$ cat src/hw/rtl/krl_pkg.sv
// ----------------------------------------------------------------------------
// krl_pkg: shared types and constants for the keyed record list
// Record layout, request and status codes, sequencer states and the
// memory port bundle used between the controller and the record store.
// ----------------------------------------------------------------------------
package krl_pkg;

  localparam int CAPACITY = 128;
  localparam int IDX_W    = (CAPACITY > 1) ? $clog2(CAPACITY) : 1;
  localparam int CNT_W    = $clog2(CAPACITY + 1);
  localparam int RIDX_W   = 7;
  localparam int CMP_W    = (CNT_W > RIDX_W) ? CNT_W : RIDX_W;
  localparam int TOTAL_W  = 8;

  typedef logic [IDX_W-1:0] idx_t;
  typedef logic [CNT_W-1:0] cnt_t;

  typedef struct packed {
    logic signed [31:0] key;
    logic [7:0]         age;
    logic [7:0]         sex;
  } rec_t;

  typedef enum logic [1:0] {
    REQ_APPEND = 2'd0,
    REQ_REMOVE = 2'd1,
    REQ_LOOKUP = 2'd2,
    REQ_READ   = 2'd3
  } req_op_t;

  typedef enum logic [1:0] {
    STAT_OK        = 2'd0,
    STAT_FULL      = 2'd1,
    STAT_NOT_FOUND = 2'd2,
    STAT_BAD_INDEX = 2'd3
  } status_t;

  typedef enum logic [2:0] {
    ST_IDLE,
    ST_FETCH,
    ST_SCAN,
    ST_SHIFT,
    ST_DONE
  } state_t;

  typedef struct packed {
    logic we;
    idx_t waddr;
    rec_t wdata;
    idx_t raddr;
  } mem_req_t;

endpackage

$ cat src/hw/rtl/krl_if.sv
// ----------------------------------------------------------------------------
// krl_if: request and response channels of the keyed record list
// Valid/ready channels; a word moves on a clock edge with both high.
// ----------------------------------------------------------------------------
interface krl_req_if;
  logic               valid;
  logic               ready;
  logic [1:0]         req_type;
  logic signed [31:0] rec_key;
  logic [7:0]         rec_age;
  logic [7:0]         rec_sex;
  logic [6:0]         read_index;

  modport source(output valid, req_type, rec_key, rec_age, rec_sex, read_index,
                 input ready);
  modport sink(input valid, req_type, rec_key, rec_age, rec_sex, read_index,
               output ready);
endinterface

interface krl_rsp_if;
  logic               valid;
  logic               ready;
  logic [1:0]         status;
  logic signed [31:0] out_key;
  logic [7:0]         out_age;
  logic [7:0]         out_sex;
  logic [7:0]         entry_total;

  modport source(output valid, status, out_key, out_age, out_sex, entry_total,
                 input ready);
  modport sink(input valid, status, out_key, out_age, out_sex, entry_total,
               output ready);
endinterface

$ cat src/hw/rtl/krl_ctrl.sv
// ----------------------------------------------------------------------------
// krl_ctrl: request sequencer of the keyed record list
// Walks the record memory one entry per cycle with a single key comparator
// and two pointer adders, compacts the list after a remove, and holds the result.
// ----------------------------------------------------------------------------
module krl_ctrl (
  input  logic              clk,
  input  logic              rst,
  krl_req_if.sink           req,
  krl_rsp_if.source         rsp,
  output krl_pkg::mem_req_t mem_req,
  input  krl_pkg::rec_t     mem_rdata
);
  import krl_pkg::*;

  state_t  state, state_next;
  cnt_t    count;
  cnt_t    ptr;
  req_op_t req_op;
  logic signed [31:0] req_key;
  status_t res_status;
  rec_t    res_rec;
  logic    out_valid;

  logic           accept;
  logic           out_free;
  logic           full;
  logic           idx_ok;
  logic           key_hit;
  logic           more;
  logic [CNT_W:0] ptr_inc;
  logic [CNT_W:0] ptr_step;
  rec_t           in_rec;

  assign accept   = req.valid && req.ready;
  assign out_free = !out_valid || rsp.ready;
  assign full     = (count == CNT_W'(CAPACITY));
  assign idx_ok   = CMP_W'(req.read_index) < CMP_W'(count);
  assign key_hit  = (mem_rdata.key == req_key);
  assign ptr_inc  = {1'b0, ptr} + (CNT_W+1)'(1);
  assign more     = ptr_inc < {1'b0, count};
  // During a shift the entry after the next one is fetched ahead.
  assign ptr_step = {1'b0, ptr} + ((state == ST_SHIFT) ? (CNT_W+1)'(2) : (CNT_W+1)'(1));

  assign in_rec.key = req.rec_key;
  assign in_rec.age = req.rec_age;
  assign in_rec.sex = req.rec_sex;

  always_comb begin
    state_next = state;
    unique case (state)
      ST_IDLE: begin
        if (accept) begin
          unique case (req_op_t'(req.req_type))
            REQ_APPEND: state_next = ST_DONE;
            REQ_READ:   state_next = idx_ok ? ST_FETCH : ST_DONE;
            default:    state_next = (count == '0) ? ST_DONE : ST_SCAN;
          endcase
        end
      end
      ST_FETCH: state_next = ST_DONE;
      ST_SCAN: begin
        if (key_hit) begin
          state_next = (req_op == REQ_REMOVE) ? ST_SHIFT : ST_DONE;
        end else if (!more) begin
          state_next = ST_DONE;
        end
      end
      ST_SHIFT: begin
        if (!more) begin
          state_next = ST_DONE;
        end
      end
      ST_DONE: begin
        if (out_free) begin
          state_next = ST_IDLE;
        end
      end
      default: state_next = ST_IDLE;
    endcase
  end

  always_comb begin
    req.ready     = (state == ST_IDLE);
    mem_req.we    = 1'b0;
    mem_req.waddr = count[IDX_W-1:0];
    mem_req.wdata = in_rec;
    mem_req.raddr = ptr_step[IDX_W-1:0];
    unique case (state)
      ST_IDLE: begin
        mem_req.raddr = (req_op_t'(req.req_type) == REQ_READ) ? IDX_W'(req.read_index) : '0;
        mem_req.we    = accept && (req_op_t'(req.req_type) == REQ_APPEND) && !full;
      end
      ST_SHIFT: begin
        mem_req.we    = more;
        mem_req.waddr = ptr[IDX_W-1:0];
        mem_req.wdata = mem_rdata;
      end
      default: ;
    endcase
  end

  always_ff @(posedge clk) begin
    if (rst) begin
      state     <= ST_IDLE;
      count     <= '0;
      out_valid <= 1'b0;
    end else begin
      state <= state_next;
      if (state == ST_DONE && out_free) begin
        out_valid <= 1'b1;
      end else if (rsp.ready) begin
        out_valid <= 1'b0;
      end
      if (state == ST_IDLE && accept && req_op_t'(req.req_type) == REQ_APPEND && !full) begin
        count <= count + CNT_W'(1);
      end else if (state == ST_SHIFT && !more) begin
        count <= count - CNT_W'(1);
      end
    end
  end

  always_ff @(posedge clk) begin
    unique case (state)
      ST_IDLE: begin
        if (accept) begin
          req_op     <= req_op_t'(req.req_type);
          req_key    <= req.rec_key;
          ptr        <= '0;
          res_rec    <= '0;
          res_status <= STAT_OK;
          unique case (req_op_t'(req.req_type))
            REQ_APPEND: begin
              if (full) begin
                res_status <= STAT_FULL;
              end else begin
                res_rec <= in_rec;
              end
            end
            REQ_READ: begin
              if (!idx_ok) begin
                res_status <= STAT_BAD_INDEX;
              end
            end
            default: begin
              if (count == '0) begin
                res_status <= STAT_NOT_FOUND;
              end
            end
          endcase
        end
      end
      ST_FETCH: res_rec <= mem_rdata;
      ST_SCAN: begin
        if (key_hit) begin
          res_rec <= mem_rdata;
        end else if (!more) begin
          res_status <= STAT_NOT_FOUND;
        end else begin
          ptr <= ptr_inc[CNT_W-1:0];
        end
      end
      ST_SHIFT: begin
        if (more) begin
          ptr <= ptr_inc[CNT_W-1:0];
        end
      end
      ST_DONE: begin
        if (out_free) begin
          rsp.status      <= res_status;
          rsp.out_key     <= res_rec.key;
          rsp.out_age     <= res_rec.age;
          rsp.out_sex     <= res_rec.sex;
          rsp.entry_total <= TOTAL_W'(count);
        end
      end
      default: ;
    endcase
  end

  assign rsp.valid = out_valid;

  a_count_bound: assert property (@(posedge clk) disable iff (rst)
    count <= CNT_W'(CAPACITY))
    else $error("record count exceeds capacity");

  a_append_grows: assert property (@(posedge clk) disable iff (rst)
    (accept && req_op_t'(req.req_type) == REQ_APPEND && !full)
      |=> count == $past(count) + CNT_W'(1))
    else $error("append did not grow the count");

  a_scan_nonempty: assert property (@(posedge clk) disable iff (rst)
    (state == ST_SCAN || state == ST_SHIFT) |-> count != '0)
    else $error("scan running over an empty list");

  a_full_status: assert property (@(posedge clk) disable iff (rst)
    (state == ST_DONE && out_free && res_status == STAT_FULL)
      |-> count == CNT_W'(CAPACITY))
    else $error("full reported while list has room");

endmodule

$ cat src/flat_wrapper.sv
// flat-port wrapper written by rule: the top's interface ports become plain ports
module krl_ctrl_flat import krl_pkg::*;
  (clk, rst, mem_req, mem_rdata, req_valid, req_req_type, req_rec_key, req_rec_age, req_rec_sex, req_read_index, req_ready, rsp_valid, rsp_status, rsp_out_key, rsp_out_age, rsp_out_sex, rsp_entry_total, rsp_ready);
  krl_req_if req_i ();
  krl_rsp_if rsp_i ();
  input  logic clk;
  input  logic rst;
  output krl_pkg::mem_req_t mem_req;
  input  krl_pkg::rec_t mem_rdata;
  input wire logic [$bits(req_i.valid)-1:0] req_valid;
  input wire logic [$bits(req_i.req_type)-1:0] req_req_type;
  input wire logic [$bits(req_i.rec_key)-1:0] req_rec_key;
  input wire logic [$bits(req_i.rec_age)-1:0] req_rec_age;
  input wire logic [$bits(req_i.rec_sex)-1:0] req_rec_sex;
  input wire logic [$bits(req_i.read_index)-1:0] req_read_index;
  output wire logic [$bits(req_i.ready)-1:0] req_ready;
  output wire logic [$bits(rsp_i.valid)-1:0] rsp_valid;
  output wire logic [$bits(rsp_i.status)-1:0] rsp_status;
  output wire logic [$bits(rsp_i.out_key)-1:0] rsp_out_key;
  output wire logic [$bits(rsp_i.out_age)-1:0] rsp_out_age;
  output wire logic [$bits(rsp_i.out_sex)-1:0] rsp_out_sex;
  output wire logic [$bits(rsp_i.entry_total)-1:0] rsp_entry_total;
  input wire logic [$bits(rsp_i.ready)-1:0] rsp_ready;
  assign req_i.valid = req_valid;
  assign req_i.req_type = req_req_type;
  assign req_i.rec_key = req_rec_key;
  assign req_i.rec_age = req_rec_age;
  assign req_i.rec_sex = req_rec_sex;
  assign req_i.read_index = req_read_index;
  assign req_ready = req_i.ready;
  assign rsp_valid = rsp_i.valid;
  assign rsp_status = rsp_i.status;
  assign rsp_out_key = rsp_i.out_key;
  assign rsp_out_age = rsp_i.out_age;
  assign rsp_out_sex = rsp_i.out_sex;
  assign rsp_entry_total = rsp_i.entry_total;
  assign rsp_i.ready = rsp_ready;
  krl_ctrl u_core (.clk(clk), .rst(rst), .req(req_i), .rsp(rsp_i), .mem_req(mem_req), .mem_rdata(mem_rdata));
endmodule
$ cat config.mk
export PLATFORM = sky130hd
export DESIGN_NAME = krl_ctrl_flat
export DESIGN_NICKNAME = d
export VERILOG_FILES = /design/src/hw/rtl/krl_pkg.sv /design/src/hw/rtl/krl_if.sv /design/src/hw/rtl/krl_ctrl.sv /design/src/flat_wrapper.sv
export SDC_FILE = /design/constraint.sdc
export NUM_CORES = 1
export LEC_CHECK = 0
export ABC_AREA = 1
export BUFFER_PORTS_ARGS = -buffer_cell sky130_fd_sc_hd__buf_2
export CAP_MARGIN = 20
export CORE_AREA = 2 2 120 151
export CTS_CLUSTER_DIAMETER = 60
export DETAILED_ROUTE_END_ITERATION = 10
export DIE_AREA = 0 0 122 153
export PLACE_DENSITY = 0.87
export SYNTH_ARGS = -nofsm -noshare
export SYNTH_HDL_FRONTEND = slang
export SYNTH_SLANG_ARGS = --single-unit
$ cat constraint.sdc
create_clock -name clk -period 7.4 [get_ports clk]
set_input_delay 1.48 -clock clk [delete_from_list [all_inputs] [get_ports clk]]
set_output_delay 1.48 -clock clk [all_outputs]
set_load 0.1 [all_outputs]
==> flow_summary_export.csv <==
group,metric,value,unit
run_status,outcome,"finished, final reports clean",
synthesis,synth.largest_area_cell,"edfxtp_1",
power_and_ir_drop,p_leak,4.50,nW
die,die-area,18700,µm²
die,initial_utilization,47.4,%
synthesis,syn-cell-area,8170,µm²
setup_path,worstReg2RegEnd,"u_core.count[7]",
power_and_ir_drop,p_per_area,356,nW/µm²
drt,viasPerCell,5.07,
synthesis,synth_area_per_cell,9.87,µm²
timing,finalSetupTns,0,ns
synthesis,ys.warnings.count,0,
placement,gp_congestion,0.906,
timing,tightest_slew,1.07,ns
setup_path,worstPathArrival,3.49,ns
clocking,cts.hold.buffers_added,0,
setup_path,reg2reg_depth,15,
die,die_x,122,µm
drt,drtIter0Drc,508,
synthesis,synth_edf_count,150,
global_routing,overflow,0,
setup_path,worstSetupPathType,"register to output port",
placement,port_buffers,231,
setup_path,cp-start-kind,"register",
global_routing,antenna_found_initial,1,
final_layout,nFillCells,1446,
final_layout,syn2layout_area_growth,23.8,%
synthesis,synth.most_common_cell,"nand2_1",
global_routing,grt_pass1_wl,31000,µm
synthesis,async_flop_share,0,%
drt,route.antenna.remaining_nets,0,
synthesis,yosys-top-cells-count,"nand2_1 (196), edfxtp_1 (150), inv_1 (133)",
synthesis,synth_cell_type_count,39,
timing,clock_skew,0.0117,ns
drt,drc_errors,0,
drt,vias,6568,
clocking,post_cts_resized,0,
clocking,clockBufferDepth,2,
setup_path,critPathRequiredTime,5.92,ns
synthesis,synthFlopType,"edfxtp_1",
clocking,htree_levels,4,
timing,setup_viol,0,
timing,final-hold-violation-count,0,
timing,maxSlewViolCount,0,
timing,rsz0062_at_grt,"false",
job,cap_violations,0,
timing,fin_crit_sh,67.1,%
clocking,cts_tree,"built",
min_path,hp-class,"register to register",
setup_path,crit_path_end_kind,"output port",
clocking,cts.sinks,162,
timing,fin_hold_ws,0.415,ns
placement,place_hpwl,14600,µm
clocking,post_cts_buffers,0,
final_layout,drive_gt1_share,28.7,%
timing,period_needed,4.97,ns
setup_path,critPathMaxFanout,11,
placement,placed_cells,1262,
synthesis,syn_inst,828,
global_routing,gr-usage-all-layers,21.5,%
synthesis,syn_nets,963,
min_path,hold_depth,0,
drt,firstDrtPassIters,5,
clocking,clk_transition_reported_paths,0.07,ns
final_layout,fin_cells,1295,
min_path,hold_start,"u_core.res_rec[7]",
setup_path,rrSetupSlack,4.00,ns
die,rows,54,
synthesis,synth-seq-cells,162,
drt,routed_wl,20400,µm
die,ioPinCount,232,
clocking,cts_made_buffers,17,
die,die_h,153,µm
timing,relSlewSlack,28.8,%
power_and_ir_drop,ir_worst_vdd,0.282,mV
synthesis,synth.area.top_cells,"edfxtp_1 (55%), nand2_1 (9.0%), o21ai_0 (6.2%)",
clocking,cts_root_buffer,"clkbuf_16",
min_path,hold_end,"u_core.rsp.out_sex[7]",
final_layout,nets,1192,
drt,wl_per_cell,15.8,µm
synthesis,synth_top_area_share,55.1,%
global_routing,grt_max_degree,113,
global_routing,grt_pass1_vias,6369,
timing,clock.fmax,201,MHz
clocking,clk_latency,0.42,ns
setup_path,rr_startpoint,"u_core.state[0]",
die,core,17200,µm²
synthesis,seq_area_frac_synth,58.1,%
==> metal layers <==
metal  track usage (%)  vias to the layer above  wire (µm)  part of all wire [%]
li1                  -                     3216          -                     -
met1              24.2                     3069       7890                    39
met5                 0                        -          0                     0
met2              38.1                      224      10700                    52
met3              3.66                       59        995                   4.9
met4              12.2                        0        858                   4.2
==> sequential cells by signal, summed over array words and instances (netlist names) <==
| name | cells |
|---|---|
| u_core.rsp.entry_total | 8 |
| u_core.ptr | 8 |
| u_core.req_key | 32 |
| u_core.req_op | 2 |
| u_core.state | 3 |
| u_core.rsp.out_age | 8 |
| u_core.rsp.out_sex | 8 |
| u_core.rsp.valid | 1 |
| u_core.count | 8 |
| u_core.res_rec | 48 |
| u_core.rsp.out_key | 32 |
| u_core.res_status | 2 |
| u_core.rsp.status | 2 |
==> worst max-delay path, cell delays in order (launching register included) <==
cell and delay, ns:
edfxtp_1 0.47, nand3_1 0.15, nor2_1 0.20, nand3_1 0.11, xor2_1 0.21, inv_1 0.07, ha_1 0.31, a21oi_1 0.14
o211ai_1 0.12, inv_1 0.07, nand2_1 0.05, nor2_2 0.40, nand2_1 0.20, nand2_1 0.13, buf_2 0.44
==> where the power goes <==
part	internal (mW)	switching [mW]
combinational	0.262	1.08
sequential	1.30	0.0888
clock	0.480	0.392
total	2.04	1.57
==> cells in the final DEF, fill, tap and decap left out, types with 2 or more instances in the layout <==
| cell | Yosys | layout |
|---|---|---|
| buf_2 | 9 | 231 |
| nor2_4 | 3 | 6 |
| o22ai_2 | 18 | 18 |
| inv_2 | 3 | 3 |
| a21oi_1 | 25 | 25 |
| dfxtp_1 | 12 | 12 |
| xnor2_1 | 17 | 17 |
| ha_1 | 24 | 24 |
| o21ai_0 | 102 | 102 |
| clkbuf_16 | 0 | 17 |
| nor2_2 | 2 | 2 |
| nor3_1 | 2 | 2 |
| nand2_1 | 196 | 196 |
| clkinv_2 | 0 | 2 |
| a211oi_1 | 3 | 3 |
| o21ai_2 | 3 | 3 |
| inv_6 | 0 | 6 |
| xor2_1 | 10 | 10 |
| nand4_1 | 4 | 4 |
| nand2_2 | 2 | 2 |
| inv_8 | 1 | 5 |
| fa_1 | 2 | 2 |
| inv_1 | 133 | 133 |
| o21ai_1 | 4 | 4 |
| nand3_1 | 26 | 26 |
| buf_4 | 0 | 6 |
| o211ai_1 | 2 | 2 |
| nor2_1 | 45 | 42 |
| edfxtp_1 | 150 | 150 |
==> per-stage QoR <==
stage / utilization, % / total power [mW] / cell area, µm² / setup WS, ns
floorplan: - / 2.49 / 8180 / 1.35
global placement: 55.3 / 2.71 / 9530 / 2.59
detailed placement: 55.3 / 2.75 / 9530 / 2.57
CTS: 58.7 / 3.62 / 10100 / 2.42
global route: 58.7 / 3.76 / 10100 / 2.13
finish: 58.7 / 3.61 / 10100 / 2.43
==> layout make-up <==
class,instances,area (µm²),area share (%)
clock inverters,15,161,1.60
well taps,224,280,2.77
clock buffers,17,425,4.21
flip-flops and latches,162,4740,46.9
repair buffers,237,1200,11.9
diodes,1,2.50,0.0247
inverters,138,528,5.22
multi-input cells,501,2770,27.4
==> kinds of logic (layout without fill, tap and decap cells) <==
| logic type | count (synthesis) | after routing | share of synthesized area (%) |
|---|---|---|---|
| compound gates | 163 | 163 | 12.2 |
| flops | 162 | 162 | 58.1 |
| simple gates | 285 | 285 | 14.2 |
| fa+ha+maj | 26 | 26 | 4.16 |
| other cells | 0 | 1 | 0 |
| xor+xnor | 27 | 27 | 2.89 |
| buf+inv | 165 | 407 | 8.48 |
==> worst max-delay path by stage <==
stage                  endpoint  cells past startpoint             from
global placement    mem_req[62]                      7        req_valid
detailed placement  mem_req[62]                      7        req_valid
floorplan           mem_req[62]                      4        req_valid
finish              mem_req[62]                     14    u_core.ptr[2]
global route         mem_req[5]                     14  u_core.state[1]
CTS                  mem_req[5]                     14  u_core.state[1]
No activity file was read; power rests on OpenSTA's default activity.
